===== config.mk =====
export PLATFORM = sky130hd
export DESIGN_NAME = i2c_master_byte_engine_flat
export DESIGN_NICKNAME = d
export VERILOG_FILES = /design/src/rtl/i2cm_pkg.sv /design/src/rtl/i2cm_cmd_if.sv /design/src/rtl/i2cm_res_if.sv /design/src/rtl/i2cm_cfg_regs.sv /design/src/rtl/i2cm_seq.sv /design/src/rtl/i2c_master_byte_engine.sv /design/src/flat_wrapper.sv
export SDC_FILE = /design/constraint.sdc
export NUM_CORES = 1
export LEC_CHECK = 0
export BUFFER_PORTS_ARGS = -buffer_cell sky130_fd_sc_hd__clkbuf_2
export CAP_MARGIN = 20
export CORE_ASPECT_RATIO = 1.2
export CORE_MARGIN = 1
export CORE_UTILIZATION = 60
export DETAILED_ROUTE_END_ITERATION = 8
export PLACE_DENSITY = 0.87
export SLEW_MARGIN = 30
export SYNTH_ARGS = -nofsm -noshare
export SYNTH_HDL_FRONTEND = slang
export SYNTH_SLANG_ARGS = --single-unit

===== constraint.sdc =====
create_clock -name clk_i -period 6.62 [get_ports clk_i]
set_input_delay 1.324 -clock clk_i [delete_from_list [all_inputs] [get_ports clk_i]]
set_output_delay 1.324 -clock clk_i [all_outputs]
set_load 0.03 [all_outputs]

===== src/rtl/i2cm_pkg.sv =====
package i2cm_pkg;

  // Field widths fixed by the bus sequencer
  localparam int unsigned ActionWidth   = 3;
  localparam int unsigned ByteWidth     = 8;
  localparam int unsigned HalfBitWidth  = 16;
  localparam int unsigned TimeoutWidth  = 8;
  localparam int unsigned BitCntWidth   = 4;
  localparam int unsigned StepWidth     = 4;
  localparam int unsigned CfgAddrWidth  = 3;
  localparam int unsigned CfgDataWidth  = 32;
  localparam int unsigned TimerWidthDef = 16;

  // Register reset values
  localparam logic [HalfBitWidth-1:0] HalfBitReset    = 16'd200;
  localparam logic [TimeoutWidth-1:0] AckTimeoutReset = 8'd250;

  // Register indexes (taken from paddr[2])
  localparam logic RegHalfBit    = 1'b0;
  localparam logic RegAckTimeout = 1'b1;

  // Command codes
  localparam logic [ActionWidth-1:0] ActNone  = 3'd0;
  localparam logic [ActionWidth-1:0] ActStart = 3'd1;
  localparam logic [ActionWidth-1:0] ActStop  = 3'd2;
  localparam logic [ActionWidth-1:0] ActWrite = 3'd3;
  localparam logic [ActionWidth-1:0] ActRead  = 3'd4;
  localparam logic [ActionWidth-1:0] ActAck   = 3'd5;

  // Register contents seen by the sequencer
  typedef struct packed {
    logic [HalfBitWidth-1:0] half_bit_ticks;
    logic [TimeoutWidth-1:0] ack_timeout;
  } cfg_t;

endpackage


===== src/rtl/i2cm_cmd_if.sv =====
interface i2cm_cmd_if;
  logic                              valid;
  logic                              ready;
  logic [i2cm_pkg::ActionWidth-1:0]  action;
  logic [i2cm_pkg::ByteWidth-1:0]    tx_byte;
  logic                              ack_after_read;
  logic                              sda_in;

  modport source (output valid, action, tx_byte, ack_after_read, sda_in, input ready);
  modport sink   (input valid, action, tx_byte, ack_after_read, sda_in, output ready);
endinterface


===== src/rtl/i2cm_res_if.sv =====
interface i2cm_res_if;
  logic                            valid;
  logic                            ready;
  logic                            scl_out;
  logic                            sda_out;
  logic                            busy_res;
  logic                            done_res;
  logic [i2cm_pkg::ByteWidth-1:0]  rx_byte;
  logic                            ack_error;

  modport source (output valid, scl_out, sda_out, busy_res, done_res, rx_byte, ack_error,
                  input ready);
  modport sink   (input valid, scl_out, sda_out, busy_res, done_res, rx_byte, ack_error,
                  output ready);
endinterface


===== src/rtl/i2cm_cfg_regs.sv =====
module i2cm_cfg_regs (
  input  logic                                clk_i,
  input  logic                                rst_ni,
  input  logic                                psel,
  input  logic                                penable,
  input  logic                                pwrite,
  input  logic [i2cm_pkg::CfgAddrWidth-1:0]   paddr,
  input  logic [i2cm_pkg::CfgDataWidth-1:0]   pwdata,
  output logic [i2cm_pkg::CfgDataWidth-1:0]   prdata,
  output logic                                pready,
  output i2cm_pkg::cfg_t                      cfg_o
);

  logic [i2cm_pkg::HalfBitWidth-1:0] half_bit_q;
  logic [i2cm_pkg::TimeoutWidth-1:0] timeout_q;
  logic                              wr_en;
  logic                              reg_sel;

  assign pready  = 1'b1;
  assign wr_en   = psel & penable & pwrite;
  assign reg_sel = paddr[2];

  // Write on the access cycle
  always_ff @(posedge clk_i or negedge rst_ni) begin
    if (!rst_ni) begin
      half_bit_q <= i2cm_pkg::HalfBitReset;
      timeout_q  <= i2cm_pkg::AckTimeoutReset;
    end else if (wr_en) begin
      if (reg_sel == i2cm_pkg::RegHalfBit) begin
        half_bit_q <= pwdata[i2cm_pkg::HalfBitWidth-1:0];
      end else begin
        timeout_q <= pwdata[i2cm_pkg::TimeoutWidth-1:0];
      end
    end
  end

  // Read back the selected register
  always_comb begin
    if (reg_sel == i2cm_pkg::RegHalfBit) begin
      prdata = {{(i2cm_pkg::CfgDataWidth-i2cm_pkg::HalfBitWidth){1'b0}}, half_bit_q};
    end else begin
      prdata = {{(i2cm_pkg::CfgDataWidth-i2cm_pkg::TimeoutWidth){1'b0}}, timeout_q};
    end
  end

  assign cfg_o.half_bit_ticks = half_bit_q;
  assign cfg_o.ack_timeout    = timeout_q;

endmodule


===== src/rtl/i2cm_seq.sv =====
module i2cm_seq #(
  parameter int unsigned TIMER_WIDTH = i2cm_pkg::TimerWidthDef
) (
  input  logic            clk_i,
  input  logic            rst_ni,
  input  i2cm_pkg::cfg_t  cfg_i,
  i2cm_cmd_if.sink        cmd_i,
  i2cm_res_if.source      res_o
);

  // Sequence steps
  localparam logic [i2cm_pkg::StepWidth-1:0] SIdle = 4'd0;
  localparam logic [i2cm_pkg::StepWidth-1:0] SStA  = 4'd1;
  localparam logic [i2cm_pkg::StepWidth-1:0] SStB  = 4'd2;
  localparam logic [i2cm_pkg::StepWidth-1:0] SSpA  = 4'd3;
  localparam logic [i2cm_pkg::StepWidth-1:0] SSpB  = 4'd4;
  localparam logic [i2cm_pkg::StepWidth-1:0] SWrA  = 4'd5;
  localparam logic [i2cm_pkg::StepWidth-1:0] SWrB  = 4'd6;
  localparam logic [i2cm_pkg::StepWidth-1:0] SWrC  = 4'd7;
  localparam logic [i2cm_pkg::StepWidth-1:0] SRdA  = 4'd8;
  localparam logic [i2cm_pkg::StepWidth-1:0] SRdB  = 4'd9;
  localparam logic [i2cm_pkg::StepWidth-1:0] SAkA  = 4'd10;
  localparam logic [i2cm_pkg::StepWidth-1:0] SAkB  = 4'd11;
  localparam logic [i2cm_pkg::StepWidth-1:0] SWaA  = 4'd12;
  localparam logic [i2cm_pkg::StepWidth-1:0] SWaB  = 4'd13;
  localparam logic [i2cm_pkg::StepWidth-1:0] SPoll = 4'd14;

  localparam logic [31:0] TimerMax = 32'((64'd1 << TIMER_WIDTH) - 64'd1);

  localparam int unsigned BW = i2cm_pkg::ByteWidth;

  logic [i2cm_pkg::StepWidth-1:0]    step_q, step_d;
  logic [TIMER_WIDTH-1:0]            timer_q, timer_d;
  logic [i2cm_pkg::BitCntWidth-1:0]  bitc_q, bitc_d, bitc_inc;
  logic [BW-1:0]                     shift_q, shift_d;
  logic [i2cm_pkg::TimeoutWidth-1:0] poll_q, poll_d, poll_base;
  logic                              ackc_q, ackc_d;
  logic                              scl_q, scl_d;
  logic                              sda_q, sda_d;
  logic                              err_q, err_d;
  logic [BW-1:0]                     rx_q, rx_d;
  logic                              done_q, done_d;
  logic                              out_valid_q;
  logic                              take;
  logic [i2cm_pkg::HalfBitWidth-1:0] half_m1;
  logic [31:0]                       half_wide;
  logic [TIMER_WIDTH-1:0]            reload;
  logic                              give_up;

  // Accept a tick whenever the result slot is free or being drained
  assign cmd_i.ready = !out_valid_q || res_o.ready;
  assign take        = cmd_i.valid && cmd_i.ready;

  // Phase reload: half_bit_ticks - 1, zero stays zero, saturate to the timer width
  assign half_m1   = (cfg_i.half_bit_ticks != '0) ? cfg_i.half_bit_ticks - 1'b1 : '0;
  assign half_wide = {{(32-i2cm_pkg::HalfBitWidth){1'b0}}, half_m1};
  assign reload    = (half_wide > TimerMax) ? TimerMax[TIMER_WIDTH-1:0]
                                            : half_wide[TIMER_WIDTH-1:0];

  // The first poll after the second wait phase starts from zero
  assign poll_base = (step_q == SPoll) ? poll_q : '0;
  assign give_up   = poll_base >= cfg_i.ack_timeout;
  assign bitc_inc  = bitc_q + 1'b1;

  // Next state for one tick
  always_comb begin
    step_d  = step_q;
    timer_d = timer_q;
    bitc_d  = bitc_q;
    shift_d = shift_q;
    poll_d  = poll_q;
    ackc_d  = ackc_q;
    scl_d   = scl_q;
    sda_d   = sda_q;
    err_d   = err_q;
    rx_d    = rx_q;
    done_d  = 1'b0;

    if (step_q == SIdle) begin
      case (cmd_i.action)
        i2cm_pkg::ActStart: begin
          scl_d = 1'b1; sda_d = 1'b1; step_d = SStA; timer_d = reload;
        end
        i2cm_pkg::ActStop: begin
          scl_d = 1'b0; sda_d = 1'b0; step_d = SSpA; timer_d = reload;
        end
        i2cm_pkg::ActWrite: begin
          scl_d   = 1'b0;
          bitc_d  = '0;
          sda_d   = cmd_i.tx_byte[BW-1];
          shift_d = {cmd_i.tx_byte[BW-2:0], 1'b0};
          step_d  = SWrA;
          timer_d = reload;
        end
        i2cm_pkg::ActRead: begin
          scl_d   = 1'b0;
          sda_d   = 1'b1;
          bitc_d  = '0;
          shift_d = '0;
          ackc_d  = cmd_i.ack_after_read;
          step_d  = SRdA;
          timer_d = reload;
        end
        i2cm_pkg::ActAck: begin
          sda_d = 1'b1; step_d = SWaA; timer_d = reload;
        end
        default: ;
      endcase
    end else if (step_q == SPoll || (step_q == SWaB && timer_q == '0)) begin
      // Poll SDA for the acknowledge
      step_d  = SPoll;
      timer_d = '0;
      if (!cmd_i.sda_in) begin
        scl_d   = 1'b0;
        err_d   = 1'b0;
        step_d  = SIdle;
        done_d  = 1'b1;
        poll_d  = poll_base;
      end else if (give_up) begin
        err_d   = 1'b1;
        scl_d   = 1'b0;
        sda_d   = 1'b0;
        step_d  = SSpA;
        timer_d = reload;
        poll_d  = poll_base;
      end else begin
        poll_d = poll_base + 1'b1;
      end
    end else if (timer_q != '0) begin
      timer_d = timer_q - 1'b1;
    end else begin
      // End of a phase
      timer_d = reload;
      case (step_q)
        SStA: begin sda_d = 1'b0; step_d = SStB; end
        SStB: begin scl_d = 1'b0; step_d = SIdle; timer_d = '0; done_d = 1'b1; end
        SSpA: begin scl_d = 1'b1; sda_d = 1'b1; step_d = SSpB; end
        SSpB: begin step_d = SIdle; timer_d = '0; done_d = 1'b1; end
        SWrA: begin scl_d = 1'b1; step_d = SWrB; end
        SWrB: begin scl_d = 1'b0; step_d = SWrC; end
        SWrC: begin
          bitc_d = bitc_inc;
          if (bitc_inc[3]) begin
            step_d = SIdle; timer_d = '0; done_d = 1'b1;
          end else begin
            sda_d   = shift_q[BW-1];
            shift_d = {shift_q[BW-2:0], 1'b0};
            step_d  = SWrA;
          end
        end
        SRdA: begin
          scl_d   = 1'b1;
          shift_d = {shift_q[BW-2:0], cmd_i.sda_in};
          bitc_d  = bitc_inc;
          step_d  = SRdB;
        end
        SRdB: begin
          scl_d = 1'b0;
          if (bitc_q[3]) begin
            rx_d   = shift_q;
            sda_d  = !ackc_q;
            step_d = SAkA;
          end else begin
            step_d = SRdA;
          end
        end
        SAkA: begin scl_d = 1'b1; step_d = SAkB; end
        SAkB: begin scl_d = 1'b0; step_d = SIdle; timer_d = '0; done_d = 1'b1; end
        SWaA: begin scl_d = 1'b1; step_d = SWaB; end
        default: begin step_d = SIdle; timer_d = '0; done_d = 1'b1; end
      endcase
    end
  end

  // Advance state on each accepted tick; the state doubles as the result register
  always_ff @(posedge clk_i or negedge rst_ni) begin
    if (!rst_ni) begin
      step_q  <= SIdle;
      timer_q <= '0;
      bitc_q  <= '0;
      shift_q <= '0;
      poll_q  <= '0;
      ackc_q  <= 1'b0;
      scl_q   <= 1'b1;
      sda_q   <= 1'b1;
      err_q   <= 1'b0;
      rx_q    <= '0;
      done_q  <= 1'b0;
    end else if (take) begin
      step_q  <= step_d;
      timer_q <= timer_d;
      bitc_q  <= bitc_d;
      shift_q <= shift_d;
      poll_q  <= poll_d;
      ackc_q  <= ackc_d;
      scl_q   <= scl_d;
      sda_q   <= sda_d;
      err_q   <= err_d;
      rx_q    <= rx_d;
      done_q  <= done_d;
    end
  end

  // Hold the result until it is taken
  always_ff @(posedge clk_i or negedge rst_ni) begin
    if (!rst_ni) begin
      out_valid_q <= 1'b0;
    end else if (take) begin
      out_valid_q <= 1'b1;
    end else if (res_o.ready) begin
      out_valid_q <= 1'b0;
    end
  end

  assign res_o.valid     = out_valid_q;
  assign res_o.scl_out   = scl_q;
  assign res_o.sda_out   = sda_q;
  assign res_o.busy_res  = (step_q != SIdle);
  assign res_o.done_res  = done_q;
  assign res_o.rx_byte   = rx_q;
  assign res_o.ack_error = err_q;

endmodule


===== src/rtl/i2c_master_byte_engine.sv =====
// I2C master bus sequencer. Every request on cmd_i is one time-base tick and
// yields exactly one result on res_o with the SCL/SDA levels and status after
// that tick. A tick is taken in every clock cycle unless res_o stalls; the
// sequencer state itself forms the result register, so a new tick is accepted
// whenever the previous result has been taken or is taken in the same cycle.
// Commands (start, stop, write byte, read byte with ACK/NACK, wait for ACK)
// are only acted on while the sequencer is idle; each bus phase lasts
// half_bit_ticks ticks (register 0, byte address 0) and the acknowledge wait
// gives up after ack_timeout high polls (register 1, byte address 4), issuing
// a stop and setting ack_error. Write the registers only while idle.
module i2c_master_byte_engine #(
  parameter int unsigned TIMER_WIDTH = i2cm_pkg::TimerWidthDef
) (
  input  logic                               clk_i,
  input  logic                               rst_ni,
  input  logic                               psel,
  input  logic                               penable,
  input  logic                               pwrite,
  input  logic [i2cm_pkg::CfgAddrWidth-1:0]  paddr,
  input  logic [i2cm_pkg::CfgDataWidth-1:0]  pwdata,
  output logic [i2cm_pkg::CfgDataWidth-1:0]  prdata,
  output logic                               pready,
  i2cm_cmd_if.sink                           cmd_i,
  i2cm_res_if.source                         res_o
);

  i2cm_pkg::cfg_t cfg;

  // Configuration registers
  i2cm_cfg_regs u_cfg (
    .clk_i   (clk_i),
    .rst_ni  (rst_ni),
    .psel    (psel),
    .penable (penable),
    .pwrite  (pwrite),
    .paddr   (paddr),
    .pwdata  (pwdata),
    .prdata  (prdata),
    .pready  (pready),
    .cfg_o   (cfg)
  );

  // Bus sequencer
  i2cm_seq #(
    .TIMER_WIDTH (TIMER_WIDTH)
  ) u_seq (
    .clk_i  (clk_i),
    .rst_ni (rst_ni),
    .cfg_i  (cfg),
    .cmd_i  (cmd_i),
    .res_o  (res_o)
  );

endmodule


===== src/flat_wrapper.sv =====
// flat-port wrapper written by rule: the top's interface ports become plain ports
module i2c_master_byte_engine_flat 
#(
  parameter int unsigned TIMER_WIDTH = i2cm_pkg::TimerWidthDef
)
  (clk_i, rst_ni, psel, penable, pwrite, paddr, pwdata, prdata, pready, cmd_i_valid, cmd_i_action, cmd_i_tx_byte, cmd_i_ack_after_read, cmd_i_sda_in, cmd_i_ready, res_o_valid, res_o_scl_out, res_o_sda_out, res_o_busy_res, res_o_done_res, res_o_rx_byte, res_o_ack_error, res_o_ready);
  i2cm_cmd_if cmd_i_i ();
  i2cm_res_if res_o_i ();
  input  logic clk_i;
  input  logic rst_ni;
  input  logic psel;
  input  logic penable;
  input  logic pwrite;
  input  logic [i2cm_pkg::CfgAddrWidth-1:0] paddr;
  input  logic [i2cm_pkg::CfgDataWidth-1:0] pwdata;
  output logic [i2cm_pkg::CfgDataWidth-1:0] prdata;
  output logic pready;
  input wire logic [$bits(cmd_i_i.valid)-1:0] cmd_i_valid;
  input wire logic [$bits(cmd_i_i.action)-1:0] cmd_i_action;
  input wire logic [$bits(cmd_i_i.tx_byte)-1:0] cmd_i_tx_byte;
  input wire logic [$bits(cmd_i_i.ack_after_read)-1:0] cmd_i_ack_after_read;
  input wire logic [$bits(cmd_i_i.sda_in)-1:0] cmd_i_sda_in;
  output wire logic [$bits(cmd_i_i.ready)-1:0] cmd_i_ready;
  output wire logic [$bits(res_o_i.valid)-1:0] res_o_valid;
  output wire logic [$bits(res_o_i.scl_out)-1:0] res_o_scl_out;
  output wire logic [$bits(res_o_i.sda_out)-1:0] res_o_sda_out;
  output wire logic [$bits(res_o_i.busy_res)-1:0] res_o_busy_res;
  output wire logic [$bits(res_o_i.done_res)-1:0] res_o_done_res;
  output wire logic [$bits(res_o_i.rx_byte)-1:0] res_o_rx_byte;
  output wire logic [$bits(res_o_i.ack_error)-1:0] res_o_ack_error;
  input wire logic [$bits(res_o_i.ready)-1:0] res_o_ready;
  assign cmd_i_i.valid = cmd_i_valid;
  assign cmd_i_i.action = cmd_i_action;
  assign cmd_i_i.tx_byte = cmd_i_tx_byte;
  assign cmd_i_i.ack_after_read = cmd_i_ack_after_read;
  assign cmd_i_i.sda_in = cmd_i_sda_in;
  assign cmd_i_ready = cmd_i_i.ready;
  assign res_o_valid = res_o_i.valid;
  assign res_o_scl_out = res_o_i.scl_out;
  assign res_o_sda_out = res_o_i.sda_out;
  assign res_o_busy_res = res_o_i.busy_res;
  assign res_o_done_res = res_o_i.done_res;
  assign res_o_rx_byte = res_o_i.rx_byte;
  assign res_o_ack_error = res_o_i.ack_error;
  assign res_o_i.ready = res_o_ready;
  i2c_master_byte_engine #(.TIMER_WIDTH(TIMER_WIDTH)) u_core (.clk_i(clk_i), .rst_ni(rst_ni), .psel(psel), .penable(penable), .pwrite(pwrite), .paddr(paddr), .pwdata(pwdata), .prdata(prdata), .pready(pready), .cmd_i(cmd_i_i), .res_o(res_o_i));
endmodule

==> reports/metrics.yaml <==
numCtsBuffers: 9
synthFlopType: "dfrtp_1"
cts.reportedPaths.clkPinSlew_ns: 0.08
drt_iter0_drc: 265
synth-async-reset-ratio_pct: 100
p_leak_nw: 2.49
drv_cap: 0
ys_seq_area_share_pct: 38.5
holdBufCountCts: 0
synth_warnings: 0
drive_gt1_share_pct: 27.3
mappedNetlistArea_um2: 5100
dp_hpwl_um: 8390
period_needed_ns: 3.62
clock_sinks: 78
antenna_found_initial: 0
path_buf_inv: 0
grt_pass1_wl_um: 19100
nNetsFinal: 673
slowest_stage: "dfrtp_1"
relSlewSlack_pct: 42.9
finalSetupTns_ns: 0
fin_cells: 723
startpoint_type: "register"
avgRoutedWirePerCell_um: 16.2
initial_utilization_pct: 62.3
fillers: 660
crit_family: "compound AO/OA/AOI/OAI gates"
netlist.area_leader.share_pct: 32.9
ir_drop_uv: 162
place_inst: 707
cts.repair.resized: 0
cts_max_path_buffers: 2
cts_tree: "built"
grt_start_max_net_pins: 79
skew_ns: 0.00828
num_vias: 4449
routed_wl_um: 11700
crit_chain: "and4b_1 -> nand2_1 -> ha_1 -> nor3b_1 -> a2111oi_0 -> nor2_1 -> o211a_1 -> a211oi_1 -> mux2_2"
ios: 103
ys_top_cells_by_area: "dfrtp_1 33%, mux2_2 9.7%, dfstp_2 5.7%"
setup_violations: 0
synth_commonest_cells: "67 x dfrtp_1, 44 x mux2_2, 44 x nand2_1, 44 x o21ai_0, 31 x nor2_1"
grt_pass1_vias: 4206
grt_use_total_pct: 27.6
row_count: 36
finalPower_w: 0.00151
synth_enable_flop_cells: 0
design.core.area_um2: 8200
crit_type: "reg -> reg"
drc_errors: 0
gp_congestion: 0.875
clock.fmax_mhz: 276
hold_class: "reg -> reg"
worst_slew_pin_slew_ns: 0.851
antennaDiodeCount: 0
die_area_um2: 8880
crit_required_ns: 6.91
syn_inst: 551
drv_slew: 0
area.growth.synth_to_final_pct: 10.6
synth_area_leader_cell: "dfrtp_1"
dr.pass1.iters: 6
numPortBuffers: 67
avgSynthCellArea_um2: 9.26
crit_arrival_ns: 3.91
cts_root_buffer: "clkbuf_8"
post-route-period-util_pct: 54.6
status: "finished, final reports clean"
dieHeight_um: 103
rsz0062_at_grt: "false"
critPathCaptureType: "register"
die-width_um: 86.2
grt_overflow: 0
htree_levels: 3
synth-seq-cells: 78
crit_path_max_fanout: 24
via_per_inst: 6.15
post_cts_buffers: 0
yosysMostFrequentCell: "dfrtp_1"
max_stage_delay_ns: 0.83
hold_viol_final: 0
powerDensity_nw_per_um2: 268
ys_types: 74
antenna_left: 0
worstSkewPairLatency_ns: 0.36
rrSetupSlack_ns: 3.00
cells by family (layout without fill, tap and decap cells):
family	Yosys count	count (layout)	share of synthesized area, %
simple gates	199	199	21.9
compound gates	130	130	16.5
flops	78	78	38.5
buf+inv	63	106	6.20
mux	44	44	9.71
xor+xnor	21	21	3.60
fa+ha+maj	14	14	3.43
other cells	2	17	0.147
layout make-up:
type                    instances  area, um^2  share of cell area (%)
inverters                      21        78.8                    1.40
repair buffers                 69         357                    6.32
well taps                     114         143                    2.53
clock buffers                  10         138                    2.44
clock inverters                 6        83.8                    1.49
multi-input cells             425        2880                    51.0
flip-flops and latches         78        1970                    34.8
power by group:
group	internal (W)	total, W	switching [W]
clock	0.000222	0.000402	0.000180
combinational	0.000181	0.000430	0.000249
sequential	0.000566	0.000679	0.000114
total	0.000968	0.00151	0.000543
worst min-delay path, stage by stage (launching register included):
cell	delay (ns)
dfrtp_1	0.37
nand2_1	0.05
o21ai_0	0.06
per-stage QoR:
stage	hold slack, ns	setup slack [ns]	utilization (%)	instance area [um^2]
after floorplan	0.459	3.08	-	5160
after global placement	0.486	3.07	66.1	5420
after detailed placement	0.494	3.06	66.1	5420
after CTS	0.514	3.04	68.8	5640
after global routing	0.540	2.82	68.8	5640
final	0.509	3.00	68.8	5640
cells in the final DEF (no fill, tap or decap), drive strengths merged, types with 6 or more instances in the layout:
| cell type | instances |
|---|---|
| clkbuf | 76 |
| a22oi | 11 |
| nand3 | 12 |
| nor3 | 23 |
| mux2 | 44 |
| nor4 | 9 |
| dfstp | 11 |
| inv | 21 |
| a31oi | 7 |
| o221ai | 7 |
| o21ai | 46 |
| ha | 14 |
| nor2 | 31 |
| nand2b | 7 |
| or3 | 11 |
| conb | 17 |
| dfrtp | 67 |
| nand2 | 50 |
| xnor2 | 9 |
| xor2 | 12 |
| nor2b | 12 |
| nor3b | 7 |
| and2 | 8 |
| o211ai | 6 |
| nand4 | 7 |
| a21oi | 22 |
path summary, 6_finish.rpt:
check | startpoint | cells after the start | end
max in group asynchronous | rst_ni | 1 | u_core.u_seq.poll_q[7]$_DFFE_PN0P_
worst max register to register | u_core.u_seq.step_q[1]$_DFFE_PN0P_ | 9 | u_core.u_seq.res_o.scl_out$_DFFE_PN1P_
worst min-delay path | u_core.u_seq.shift_q[0]$_DFFE_PN0P_ | 2 | u_core.u_seq.shift_q[0]$_DFFE_PN0P_
worst max-delay path | u_core.u_seq.step_q[1]$_DFFE_PN0P_ | 9 | u_core.u_seq.res_o.scl_out$_DFFE_PN1P_
min in group asynchronous | rst_ni | 1 | u_core.u_seq.res_o.rx_byte[6]$_DFFE_PN0P_
worst min register to register | u_core.u_seq.shift_q[0]$_DFFE_PN0P_ | 2 | u_core.u_seq.shift_q[0]$_DFFE_PN0P_
registers in the layout (all words and copies together) (netlist names):
signal	flops
u_core.u_cfg.half_bit_q	16
u_core.u_seq.res_o.sda_out	1
u_core.u_seq.bitc_q	4
u_core.u_seq.ackc_q	1
u_core.u_seq.res_o.done_res	1
u_core.u_seq.step_q	4
u_core.u_cfg.timeout_q	8
u_core.u_seq.res_o.rx_byte	8
u_core.u_seq.timer_q	16
u_core.u_seq.res_o.ack_error	1
u_core.u_seq.shift_q	8
u_core.u_seq.poll_q	8
u_core.u_seq.res_o.valid	1
u_core.u_seq.res_o.scl_out	1
metal layers:
metal	part of all wire [%]	vias up	global-route usage, %
met3	6.2	34	5.60
met2	50	224	47.9
li1	-	2073	-
met1	42	2118	32.6
met5	0	-	0
met4	2.3	0	13.7
Power figures use the tool's default switching activity.
